### config.mk
export PLATFORM = sky130hd
export DESIGN_NAME = scharr_gradient_direction
export DESIGN_NICKNAME = d
export VERILOG_FILES = /design/src/rtl/sgd_pkg.sv /design/src/rtl/sgd_grad.sv /design/src/rtl/sgd_cordic.sv /design/src/rtl/scharr_gradient_direction.sv
export SDC_FILE = /design/constraint.sdc
export NUM_CORES = 2
export LEC_CHECK = 0
export ABC_AREA = 1
export BUFFER_PORTS_ARGS = -buffer_cell sky130_fd_sc_hd__buf_4
export CAP_MARGIN = 30
export CORE_ASPECT_RATIO = 1.4
export CORE_MARGIN = 2
export CORE_UTILIZATION = 41
export CTS_BUF_LIST = sky130_fd_sc_hd__clkbuf_16
export DETAILED_ROUTE_END_ITERATION = 7
export GPL_ROUTABILITY_DRIVEN = 0
export GPL_TIMING_DRIVEN = 0
export MAX_ROUTING_LAYER = met4
export SYNTH_ARGS = -nofsm -noshare
export SYNTH_HDL_FRONTEND = slang
export SYNTH_SLANG_ARGS = --single-unit
### constraint.sdc
create_clock -name clk -period 19.3 [get_ports clk]
set_clock_uncertainty 0.1 [all_clocks]
set_input_delay 1.93 -clock clk [delete_from_list [all_inputs] [get_ports clk]]
set_output_delay 1.93 -clock clk [all_outputs]
set_load 0.01 [all_outputs]
### src/rtl/sgd_pkg.sv
// Shared types, widths and constants of the Scharr gradient direction block.
// Used by every RTL module of the block and by its checker; depends on nothing.
`default_nettype none

package sgd_pkg;

    // Field widths.
    localparam int COORD_W  = 12;
    localparam int PIX_W    = 8;
    localparam int DIM_W    = 13;
    localparam int GRAD_W   = 13;
    localparam int DIR_W    = 16;
    localparam int CFG_IDX_W = 1;

    // CORDIC datapath: inputs are scaled up before the iterations start.
    localparam int CORDIC_STAGES = 14;
    localparam int CORDIC_W      = 32;
    localparam int PRESHIFT      = 16;
    localparam int ANG_W         = 17;

    // Angles in signed Q3.13 radians.
    localparam logic signed [ANG_W-1:0] ANG_PI      = 17'sd25736;
    localparam logic signed [ANG_W-1:0] ANG_HALF_PI = 17'sd12868;
    localparam logic signed [ANG_W-1:0] ANG_ZERO    = 17'sd0;

    // Reset values of the image size registers.
    localparam logic [DIM_W-1:0] WIDTH_RESET  = 13'd640;
    localparam logic [DIM_W-1:0] HEIGHT_RESET = 13'd480;

    // Configuration register indexes.
    typedef enum logic [CFG_IDX_W-1:0] {
        REG_IMAGE_WIDTH  = 1'b0,
        REG_IMAGE_HEIGHT = 1'b1
    } cfg_reg_t;

    // Gradient word handed from the filter stage to the CORDIC.
    typedef struct packed {
        logic signed [GRAD_W-1:0] gx;
        logic signed [GRAD_W-1:0] gy;
        logic                     border;
    } grad_word_t;

    // Angle word handed from the CORDIC to the output register.
    typedef struct packed {
        logic signed [ANG_W-1:0]  angle;
        logic signed [GRAD_W-1:0] gx;
        logic signed [GRAD_W-1:0] gy;
        logic                     border;
    } angle_word_t;

    // Arctangent of 2^-i in Q3.13, rounded; zero past the table end.
    function automatic logic signed [ANG_W-1:0] atan_q13(input int idx);
        logic signed [ANG_W-1:0] val;
        begin
            unique case (idx)
                0:       val = 17'sd6434;
                1:       val = 17'sd3798;
                2:       val = 17'sd2007;
                3:       val = 17'sd1019;
                4:       val = 17'sd511;
                5:       val = 17'sd256;
                6:       val = 17'sd128;
                7:       val = 17'sd64;
                8:       val = 17'sd32;
                9:       val = 17'sd16;
                10:      val = 17'sd8;
                11:      val = 17'sd4;
                12:      val = 17'sd2;
                13:      val = 17'sd1;
                default: val = 17'sd0;
            endcase
            return val;
        end
    endfunction

endpackage

`default_nettype wire

### src/rtl/sgd_grad.sv
// Gradient stage: forms the 3/10/3 horizontal and vertical gradients and the
// border flag in one register stage. Depends on sgd_pkg.
`default_nettype none

module sgd_grad (
    input  wire logic                           clk,
    input  wire logic                           rst_n,
    input  wire logic                           in_valid,
    output logic                                in_ready,
    input  wire logic [sgd_pkg::COORD_W-1:0]    x_coord,
    input  wire logic [sgd_pkg::COORD_W-1:0]    y_coord,
    input  wire logic [sgd_pkg::PIX_W-1:0]      pixel_top_left,
    input  wire logic [sgd_pkg::PIX_W-1:0]      pixel_top_mid,
    input  wire logic [sgd_pkg::PIX_W-1:0]      pixel_top_right,
    input  wire logic [sgd_pkg::PIX_W-1:0]      pixel_mid_left,
    input  wire logic [sgd_pkg::PIX_W-1:0]      pixel_mid_right,
    input  wire logic [sgd_pkg::PIX_W-1:0]      pixel_bot_left,
    input  wire logic [sgd_pkg::PIX_W-1:0]      pixel_bot_mid,
    input  wire logic [sgd_pkg::PIX_W-1:0]      pixel_bot_right,
    input  wire logic [sgd_pkg::DIM_W-1:0]      image_width,
    input  wire logic [sgd_pkg::DIM_W-1:0]      image_height,
    output logic                                out_valid,
    input  wire logic                           out_ready,
    output sgd_pkg::grad_word_t                 out_word
);
    import sgd_pkg::*;

    localparam int PAD_W = GRAD_W - PIX_W;

    logic signed [GRAD_W-1:0] d_gx_top;
    logic signed [GRAD_W-1:0] d_gx_mid;
    logic signed [GRAD_W-1:0] d_gx_bot;
    logic signed [GRAD_W-1:0] d_gy_left;
    logic signed [GRAD_W-1:0] d_gy_mid;
    logic signed [GRAD_W-1:0] d_gy_right;
    logic signed [GRAD_W-1:0] gx;
    logic signed [GRAD_W-1:0] gy;
    logic [DIM_W-1:0]         x_plus;
    logic [DIM_W-1:0]         y_plus;
    logic                     border;
    logic                     valid_reg;
    grad_word_t               word_reg;
    grad_word_t               word_next;

    // Pixel differences, zero-extended before subtracting.
    always_comb
    begin
        d_gx_top   = $signed({{PAD_W{1'b0}}, pixel_top_right}) -
                     $signed({{PAD_W{1'b0}}, pixel_top_left});
        d_gx_mid   = $signed({{PAD_W{1'b0}}, pixel_mid_right}) -
                     $signed({{PAD_W{1'b0}}, pixel_mid_left});
        d_gx_bot   = $signed({{PAD_W{1'b0}}, pixel_bot_right}) -
                     $signed({{PAD_W{1'b0}}, pixel_bot_left});
        d_gy_left  = $signed({{PAD_W{1'b0}}, pixel_bot_left}) -
                     $signed({{PAD_W{1'b0}}, pixel_top_left});
        d_gy_mid   = $signed({{PAD_W{1'b0}}, pixel_bot_mid}) -
                     $signed({{PAD_W{1'b0}}, pixel_top_mid});
        d_gy_right = $signed({{PAD_W{1'b0}}, pixel_bot_right}) -
                     $signed({{PAD_W{1'b0}}, pixel_top_right});
    end

    // Weighted sums: 3 = 2 + 1 and 10 = 8 + 2, built from shifts.
    always_comb
    begin
        gx = (d_gx_top <<< 1) + d_gx_top + (d_gx_mid <<< 3) + (d_gx_mid <<< 1) +
             (d_gx_bot <<< 1) + d_gx_bot;
        gy = (d_gy_left <<< 1) + d_gy_left + (d_gy_mid <<< 3) + (d_gy_mid <<< 1) +
             (d_gy_right <<< 1) + d_gy_right;
    end

    // The window leaves the image on the first or last row or column.
    always_comb
    begin
        x_plus = {1'b0, x_coord} + DIM_W'(1);
        y_plus = {1'b0, y_coord} + DIM_W'(1);
        border = (x_coord == '0) || (y_coord == '0) ||
                 (x_plus >= image_width) || (y_plus >= image_height);
        word_next.border = border;
        word_next.gx     = border ? '0 : gx;
        word_next.gy     = border ? '0 : gy;
    end

    assign in_ready  = !valid_reg || out_ready;
    assign out_valid = valid_reg;
    assign out_word  = word_reg;

    // Stage register; it refills whenever it is empty or drains.
    always_ff @(posedge clk or negedge rst_n)
    begin
        if (!rst_n)
        begin
            valid_reg <= 1'b0;
        end
        else if (in_ready)
        begin
            valid_reg <= in_valid;
        end
    end

    always_ff @(posedge clk)
    begin
        if (in_ready && in_valid)
        begin
            word_reg <= word_next;
        end
    end

endmodule

`default_nettype wire

### src/rtl/sgd_cordic.sv
// Pipelined vectoring CORDIC: one setup stage, then one register stage per
// iteration, each with its own valid bit. Depends on sgd_pkg.
`default_nettype none

module sgd_cordic (
    input  wire logic           clk,
    input  wire logic           rst_n,
    input  wire logic           in_valid,
    output logic                in_ready,
    input  wire sgd_pkg::grad_word_t in_word,
    output logic                out_valid,
    input  wire logic           out_ready,
    output sgd_pkg::angle_word_t out_word
);
    import sgd_pkg::*;

    localparam int N = CORDIC_STAGES;

    // Stage 0 is the setup stage; stage k+1 holds the result of iteration k.
    logic                       valid_reg [0:N];
    logic                       stage_ready [0:N+1];
    logic signed [CORDIC_W-1:0] x_reg [0:N];
    logic signed [CORDIC_W-1:0] y_reg [0:N];
    logic signed [ANG_W-1:0]    z_reg [0:N];
    logic                       fixed_reg [0:N];
    logic signed [GRAD_W-1:0]   gx_reg [0:N];
    logic signed [GRAD_W-1:0]   gy_reg [0:N];
    logic                       border_reg [0:N];

    logic signed [CORDIC_W-1:0] gx_ext;
    logic signed [CORDIC_W-1:0] gy_ext;
    logic signed [CORDIC_W-1:0] x_next;
    logic signed [CORDIC_W-1:0] y_next;
    logic signed [ANG_W-1:0]    z_next;
    logic                       fixed_next;

    // A stage takes a new word when it is empty or its successor takes its own.
    assign stage_ready[N+1] = out_ready;
    generate
        for (genvar k = 0; k <= N; k++)
        begin : g_ready
            assign stage_ready[k] = !valid_reg[k] || stage_ready[k+1];
        end
    endgenerate
    assign in_ready = stage_ready[0];

    // Setup: axis cases get their angle directly, the left half-plane is
    // mirrored with an offset of plus or minus pi, then the vector is scaled up.
    always_comb
    begin
        gx_ext     = CORDIC_W'(in_word.gx);
        gy_ext     = CORDIC_W'(in_word.gy);
        x_next     = gx_ext <<< PRESHIFT;
        y_next     = gy_ext <<< PRESHIFT;
        z_next     = ANG_ZERO;
        fixed_next = 1'b0;
        priority if (in_word.gx == '0 && in_word.gy == '0)
        begin
            fixed_next = 1'b1;
        end
        else if (in_word.gy == '0)
        begin
            fixed_next = 1'b1;
            z_next     = (in_word.gx > 0) ? ANG_ZERO : ANG_PI;
        end
        else if (in_word.gx == '0)
        begin
            fixed_next = 1'b1;
            z_next     = (in_word.gy > 0) ? ANG_HALF_PI : -ANG_HALF_PI;
        end
        else if (in_word.gx < 0)
        begin
            z_next = (in_word.gy >= 0) ? ANG_PI : -ANG_PI;
            x_next = (-gx_ext) <<< PRESHIFT;
            y_next = (-gy_ext) <<< PRESHIFT;
        end
        else
        begin
            z_next = ANG_ZERO;
        end
    end

    always_ff @(posedge clk or negedge rst_n)
    begin
        if (!rst_n)
        begin
            valid_reg[0] <= 1'b0;
        end
        else if (stage_ready[0])
        begin
            valid_reg[0] <= in_valid;
        end
    end

    always_ff @(posedge clk)
    begin
        if (stage_ready[0] && in_valid)
        begin
            x_reg[0]      <= x_next;
            y_reg[0]      <= y_next;
            z_reg[0]      <= z_next;
            fixed_reg[0]  <= fixed_next;
            gx_reg[0]     <= in_word.gx;
            gy_reg[0]     <= in_word.gy;
            border_reg[0] <= in_word.border;
        end
    end

    // Iteration k rotates toward the x axis by atan(2^-k); the arithmetic
    // shift floors, as the angle accumulation expects.
    generate
        for (genvar k = 0; k < N; k++)
        begin : g_iter
            localparam logic signed [ANG_W-1:0] STEP_ANG = atan_q13(k);

            logic signed [CORDIC_W-1:0] x_it;
            logic signed [CORDIC_W-1:0] y_it;
            logic signed [ANG_W-1:0]    z_it;

            always_comb
            begin
                if (fixed_reg[k])
                begin
                    x_it = x_reg[k];
                    y_it = y_reg[k];
                    z_it = z_reg[k];
                end
                else if (y_reg[k] >= 0)
                begin
                    x_it = x_reg[k] + (y_reg[k] >>> k);
                    y_it = y_reg[k] - (x_reg[k] >>> k);
                    z_it = z_reg[k] + STEP_ANG;
                end
                else
                begin
                    x_it = x_reg[k] - (y_reg[k] >>> k);
                    y_it = y_reg[k] + (x_reg[k] >>> k);
                    z_it = z_reg[k] - STEP_ANG;
                end
            end

            always_ff @(posedge clk or negedge rst_n)
            begin
                if (!rst_n)
                begin
                    valid_reg[k+1] <= 1'b0;
                end
                else if (stage_ready[k+1])
                begin
                    valid_reg[k+1] <= valid_reg[k];
                end
            end

            always_ff @(posedge clk)
            begin
                if (stage_ready[k+1] && valid_reg[k])
                begin
                    x_reg[k+1]      <= x_it;
                    y_reg[k+1]      <= y_it;
                    z_reg[k+1]      <= z_it;
                    fixed_reg[k+1]  <= fixed_reg[k];
                    gx_reg[k+1]     <= gx_reg[k];
                    gy_reg[k+1]     <= gy_reg[k];
                    border_reg[k+1] <= border_reg[k];
                end
            end
        end
    endgenerate

    assign out_valid       = valid_reg[N];
    assign out_word.angle  = z_reg[N];
    assign out_word.gx     = gx_reg[N];
    assign out_word.gy     = gy_reg[N];
    assign out_word.border = border_reg[N];

endmodule

`default_nettype wire

### src/rtl/scharr_gradient_direction.sv
// Top level of the Scharr gradient direction block: configuration registers,
// gradient stage, CORDIC pipeline and output register. Depends on sgd_pkg.
//
// Usage:
//   Input words (coordinates and eight neighbours) arrive on in_valid/in_ready,
//   one result word leaves on out_valid/out_ready for every input word, in order.
//   The image size is written through cfg_valid/cfg_ready with cfg_index
//   selecting width (0) or height (1); cfg_ready is always high. Write it only
//   while no words are in flight.
//   Words pass through one gradient stage, one CORDIC setup stage, one stage
//   per CORDIC iteration and the output register. Unless out_ready stalls the
//   pipeline, a new word can enter on every cycle, so throughput is one word
//   per cycle; the pipeline depth is set by the CORDIC iteration count.
//   Every stage has its own valid bit and takes a word when it is empty or its
//   successor moves, so a stall on out_ready fills the empty stages first and
//   only then lowers in_ready; nothing is dropped or duplicated.
//   Reset empties the pipeline and sets the image size to 640 by 480.
`default_nettype none

module scharr_gradient_direction (
    input  wire logic                              clk,
    input  wire logic                              rst_n,
    input  wire logic                              in_valid,
    output logic                                   in_ready,
    input  wire logic [sgd_pkg::COORD_W-1:0]       x_coord,
    input  wire logic [sgd_pkg::COORD_W-1:0]       y_coord,
    input  wire logic [sgd_pkg::PIX_W-1:0]         pixel_top_left,
    input  wire logic [sgd_pkg::PIX_W-1:0]         pixel_top_mid,
    input  wire logic [sgd_pkg::PIX_W-1:0]         pixel_top_right,
    input  wire logic [sgd_pkg::PIX_W-1:0]         pixel_mid_left,
    input  wire logic [sgd_pkg::PIX_W-1:0]         pixel_mid_right,
    input  wire logic [sgd_pkg::PIX_W-1:0]         pixel_bot_left,
    input  wire logic [sgd_pkg::PIX_W-1:0]         pixel_bot_mid,
    input  wire logic [sgd_pkg::PIX_W-1:0]         pixel_bot_right,
    output logic                                   out_valid,
    input  wire logic                              out_ready,
    output logic signed [sgd_pkg::DIR_W-1:0]       direction,
    output logic signed [sgd_pkg::GRAD_W-1:0]      grad_horizontal,
    output logic signed [sgd_pkg::GRAD_W-1:0]      grad_vertical,
    output logic                                   at_border,
    input  wire logic                              cfg_valid,
    output logic                                   cfg_ready,
    input  wire logic [sgd_pkg::CFG_IDX_W-1:0]     cfg_index,
    input  wire logic [sgd_pkg::DIM_W-1:0]         cfg_data
);
    import sgd_pkg::*;

    logic [DIM_W-1:0]        width_reg;
    logic [DIM_W-1:0]        height_reg;
    logic                    grad_valid;
    logic                    grad_ready;
    grad_word_t              grad_word;
    logic                    cordic_valid;
    logic                    cordic_ready;
    angle_word_t             cordic_word;
    logic signed [ANG_W-1:0] angle_clamped;
    logic                    out_valid_reg;
    logic signed [DIR_W-1:0] direction_reg;
    logic signed [GRAD_W-1:0] gx_reg;
    logic signed [GRAD_W-1:0] gy_reg;
    logic                    border_reg;

    // Configuration registers.
    assign cfg_ready = 1'b1;

    always_ff @(posedge clk or negedge rst_n)
    begin
        if (!rst_n)
        begin
            width_reg  <= WIDTH_RESET;
            height_reg <= HEIGHT_RESET;
        end
        else if (cfg_valid && cfg_ready)
        begin
            unique case (cfg_reg_t'(cfg_index))
                REG_IMAGE_WIDTH:  width_reg  <= cfg_data;
                REG_IMAGE_HEIGHT: height_reg <= cfg_data;
                default:          width_reg  <= width_reg;
            endcase
        end
    end

    sgd_grad u_grad (
        .clk             (clk),
        .rst_n           (rst_n),
        .in_valid        (in_valid),
        .in_ready        (in_ready),
        .x_coord         (x_coord),
        .y_coord         (y_coord),
        .pixel_top_left  (pixel_top_left),
        .pixel_top_mid   (pixel_top_mid),
        .pixel_top_right (pixel_top_right),
        .pixel_mid_left  (pixel_mid_left),
        .pixel_mid_right (pixel_mid_right),
        .pixel_bot_left  (pixel_bot_left),
        .pixel_bot_mid   (pixel_bot_mid),
        .pixel_bot_right (pixel_bot_right),
        .image_width     (width_reg),
        .image_height    (height_reg),
        .out_valid       (grad_valid),
        .out_ready       (grad_ready),
        .out_word        (grad_word)
    );

    sgd_cordic u_cordic (
        .clk       (clk),
        .rst_n     (rst_n),
        .in_valid  (grad_valid),
        .in_ready  (grad_ready),
        .in_word   (grad_word),
        .out_valid (cordic_valid),
        .out_ready (cordic_ready),
        .out_word  (cordic_word)
    );

    // Hold the angle within plus or minus pi.
    always_comb
    begin
        priority if (cordic_word.angle > ANG_PI)
        begin
            angle_clamped = ANG_PI;
        end
        else if (cordic_word.angle < -ANG_PI)
        begin
            angle_clamped = -ANG_PI;
        end
        else
        begin
            angle_clamped = cordic_word.angle;
        end
    end

    // Output register.
    assign cordic_ready = !out_valid_reg || out_ready;

    always_ff @(posedge clk or negedge rst_n)
    begin
        if (!rst_n)
        begin
            out_valid_reg <= 1'b0;
        end
        else if (cordic_ready)
        begin
            out_valid_reg <= cordic_valid;
        end
    end

    always_ff @(posedge clk)
    begin
        if (cordic_ready && cordic_valid)
        begin
            direction_reg <= angle_clamped[DIR_W-1:0];
            gx_reg        <= cordic_word.gx;
            gy_reg        <= cordic_word.gy;
            border_reg    <= cordic_word.border;
        end
    end

    assign out_valid       = out_valid_reg;
    assign direction       = direction_reg;
    assign grad_horizontal = gx_reg;
    assign grad_vertical   = gy_reg;
    assign at_border       = border_reg;

endmodule

`default_nettype wire

==> metrics.md <==
| Metric | Value |
|---|---|
| Reg clk slew, reported paths | `60 ps` |
| Max_slew headroom | `0.266` |
| Maximum clock frequency | `0.160 GHz` |
| Distinct cells, synth | `79` |
| Hold Buf Count CTS | `0` |
| RSZ-0062 raised after global routing | `no` |
| Vias in the first global route | `101000` |
| Seq cells post-synth | `~1400` |
| Actual slew at the worst max-slew pin | `roughly 1100 ps` |
| Crit path arrival time | `between 6000 and 7000 ps` |
| Total Die Area | `roughly 280000 µm²` |
| Avg WL per Cell | `slightly above 20 µm` |
| Synthesized netlist cell count | `approximately 15000` |
| Syn. warnings | `0` |
| IO Pins | `around 150` |
| Nets@finish | `~16000` |
| GRT Residual Overflow | `0` |
| Met2 Usage GRT | `0.472` |
| Post_cts resized | `0` |
| Sequential cell area fraction in the yosys report | `0.376` |
| Clk sinks | `around 1400` |
| Fraction of registers with async set/reset | `0.0299` |
| Mapped Area | `between 100000 and 150000 µm²` |
| Final wirelength | `392 mm` |
| Final Max Tran Viols | `0` |
| Number of port buffers | `around 150` |
| Ys flop type | `edfxtp_1` |
| Routed vias/inst | `roughly 5.5` |
| WP data required | `between 15000 and 20000 ps` |
| DRT iter0 DRCs | `7717` |
| Hpwl dp | `between 300 and 400 mm` |
| Gr busiest metal | `met2` |
| Via Count | `103000` |
| Crit share post-route | `0.325` |
| Fin crit period | `between 6000 and 7000 ps` |
| # DRC | `0` |
| Max FO, Critical Path | `5` |
| MaxCap Viol Count | `0` |
| Post-synth EDFFs | `approximately 1400` |
| Worst-Skew Late Latency | `between 800 and 900 ps` |
| Hold Path Class | `flip-flop to flip-flop` |
| Outcome | `finished clean` |
| Met3 global-route usage | `0.0395` |
| Grt met1 use | `0.274` |
| Core Box Area | `about 280000 µm²` |
| Pre-antenna DRT Iters | `7` |
| Number of CTS-inserted buffers | `~160` |
| Post-DRT Antenna Nets | `0` |
| First-pass GRT wire length | `approximately 590 mm` |
| Commonest non-fill, non-tap cells in the layout | `nand2_1, inv_1, edfxtp_1` |
| Initial antenna violation count | `11` |
| Post-CTS Setup Inserts | `0` |
| GRT Util Overall | `0.277` |
| Critical path class | `input pin to flip-flop` |
| Layout cells sized above 1 | `0.0561` |
| Filler cell count | `between 20000 and 30000` |
| Root Driver | `clkbuf_16` |
| Final core occ | `0.455` |
| Deepest clock path buffer count | `4` |
| Commonest non-fill, non-tap cell in the layout | `nand2_1` |
| Largest register FFs | `around 340` |
| Die Ht | `629 µm` |
| Starting Density | `0.412` |
| Fin Hold WS | `roughly 280 ps` |
| Synth Area per Inst | `slightly below 8 µm²` |
| Final-report hold violation count | `0` |
| DIE WIDTH | `451 µm` |
| CTS tree | `built` |
| Area Growth Syn to Fin | `10.4%` |
| Startpoint Class | `input pin` |
| Largest net degree at the start of global routing | `78` |
| Final setup fails | `0` |
| Setup TNS | `0 ps` |
| CP endpoint kind | `flip-flop` |
| H-tree Lvls | `4` |
| Num rows | `between 200 and 250` |
[per-stage QoR]
step	instances	setup WS (ps)	cell area [µm²]
after floorplan	14700	11660	115000
after global placement	18500	9590	120000
after detailed placement	18500	12240	121000
after CTS	18800	13070	126000
after global routing	18800	12610	126000
final	18800	13030	126000
[final timing paths]
check	start	endpoint	slack (ps)	depth (start not counted)
worst max-delay path	pixel_top_left[0]	u_grad.out_word[11]$_SDFFCE_PP0P_	13030	21
worst min-delay path	u_cordic.gy_reg[6][11]$_DFFE_PP_	u_cordic.gy_reg[7][11]$_DFFE_PP_	280	0
worst max register to register	u_cordic.y_reg[1][95]$_DFFE_PP_	u_cordic.x_reg[1][126]$_DFFE_PP_	13950	11
worst min register to register	u_cordic.gy_reg[6][11]$_DFFE_PP_	u_cordic.gy_reg[7][11]$_DFFE_PP_	280	0
max in group asynchronous	rst_n	u_cordic.valid_reg[9]$_DFFE_PN0P_	17690	1
min in group asynchronous	rst_n	width_reg[0]$_DFFE_PN0P_	970	1
[Yosys cell counts, types with 13 or more instances]
master	instances	area share
o211ai_1	20	0.0013
nor2_2	13	0.00071
or2_1	18	0.00098
o21ai_0	1167	0.051
o21a_1	51	0.0033
dfrtp_1	37	0.0081
nor4_1	56	0.0031
xor2_1	518	0.040
o221ai_1	20	0.0015
inv_1	1851	0.061
a31oi_1	91	0.0050
a21o_1	105	0.0069
o22ai_1	14	0.00076
nor2_1	1334	0.044
nand2_1	3156	0.10
buf_1	23	0.00075
clkbuf_1	230	0.0075
o21ai_1	79	0.0035
nand3b_1	52	0.0034
o21bai_1	83	0.0054
or2_2	255	0.014
nand3_1	952	0.042
nand2_2	14	0.00076
ha_1	945	0.10
edfxtp_1	1396	0.37
a21oi_1	1121	0.049
nand4_1	149	0.0081
fa_1	102	0.018
nor3_2	17	0.0015
o21ai_2	15	0.0011
xnor2_1	155	0.012
a211oi_1	25	0.0016
nor3_1	224	0.0098
a21boi_0	49	0.0032
o31ai_1	62	0.0041
inv_2	17	0.00056
[layer usage]
layer  vias to the layer above  share of wire  routed length [µm]
met4                         0           0.11               42800
li1                      50400              -                   -
met3                      1758          0.053               20800
met2                      3788           0.49              192000
met5                         -              0                   0
met1                     47300           0.35              137000
[layout make-up]
cell class,count,area [µm²],share of cell area
Antenna cell,13,32.5,0.000257
Inverter,1878,7060,0.0559
Timing Repair Buffer,194,1940,0.0153
Sequential cell,1439,43000,0.340
Tap cell,3696,4620,0.0366
Buffer,272,1060,0.00841
Clock buffer,163,4080,0.0323
Clock inverter,115,976,0.00772
Multi-Input combinational cell,11100,63700,0.504
[cell families (layout without fill, tap and decap cells)]
kind of cell             Yosys count  count (layout)  synth area share
AND/OR/NAND/NOR                 6314            6314             0.237
AO/OA/AOI/OAI                   2976            2976             0.144
buffers and inverters           2150            2622            0.0708
flip-flops                      1439            1439             0.376
adder cells (fa/ha/maj)         1047            1047             0.121
XOR/XNOR                         675             675            0.0520
other                              2              69         0.0000656
[critical path, cell delays in order]
cell,delay [ps]
buf_4,130
ha_1,210
fa_1,410
o21ai_0,420
a21oi_1,110
o21ai_0,200
xor2_1,320
fa_1,490
fa_1,500
inv_1,60
fa_1,540
inv_1,50
ha_1,340
a21oi_1,150
o21ai_0,120
a21oi_1,170
nor2_1,80
o21ai_0,150
nand2_1,80
o21ai_0,150
a21oi_1,90
Power is not shown: default switching activity piles up to over one toggle a cycle in this logic, so the estimate is an artifact.
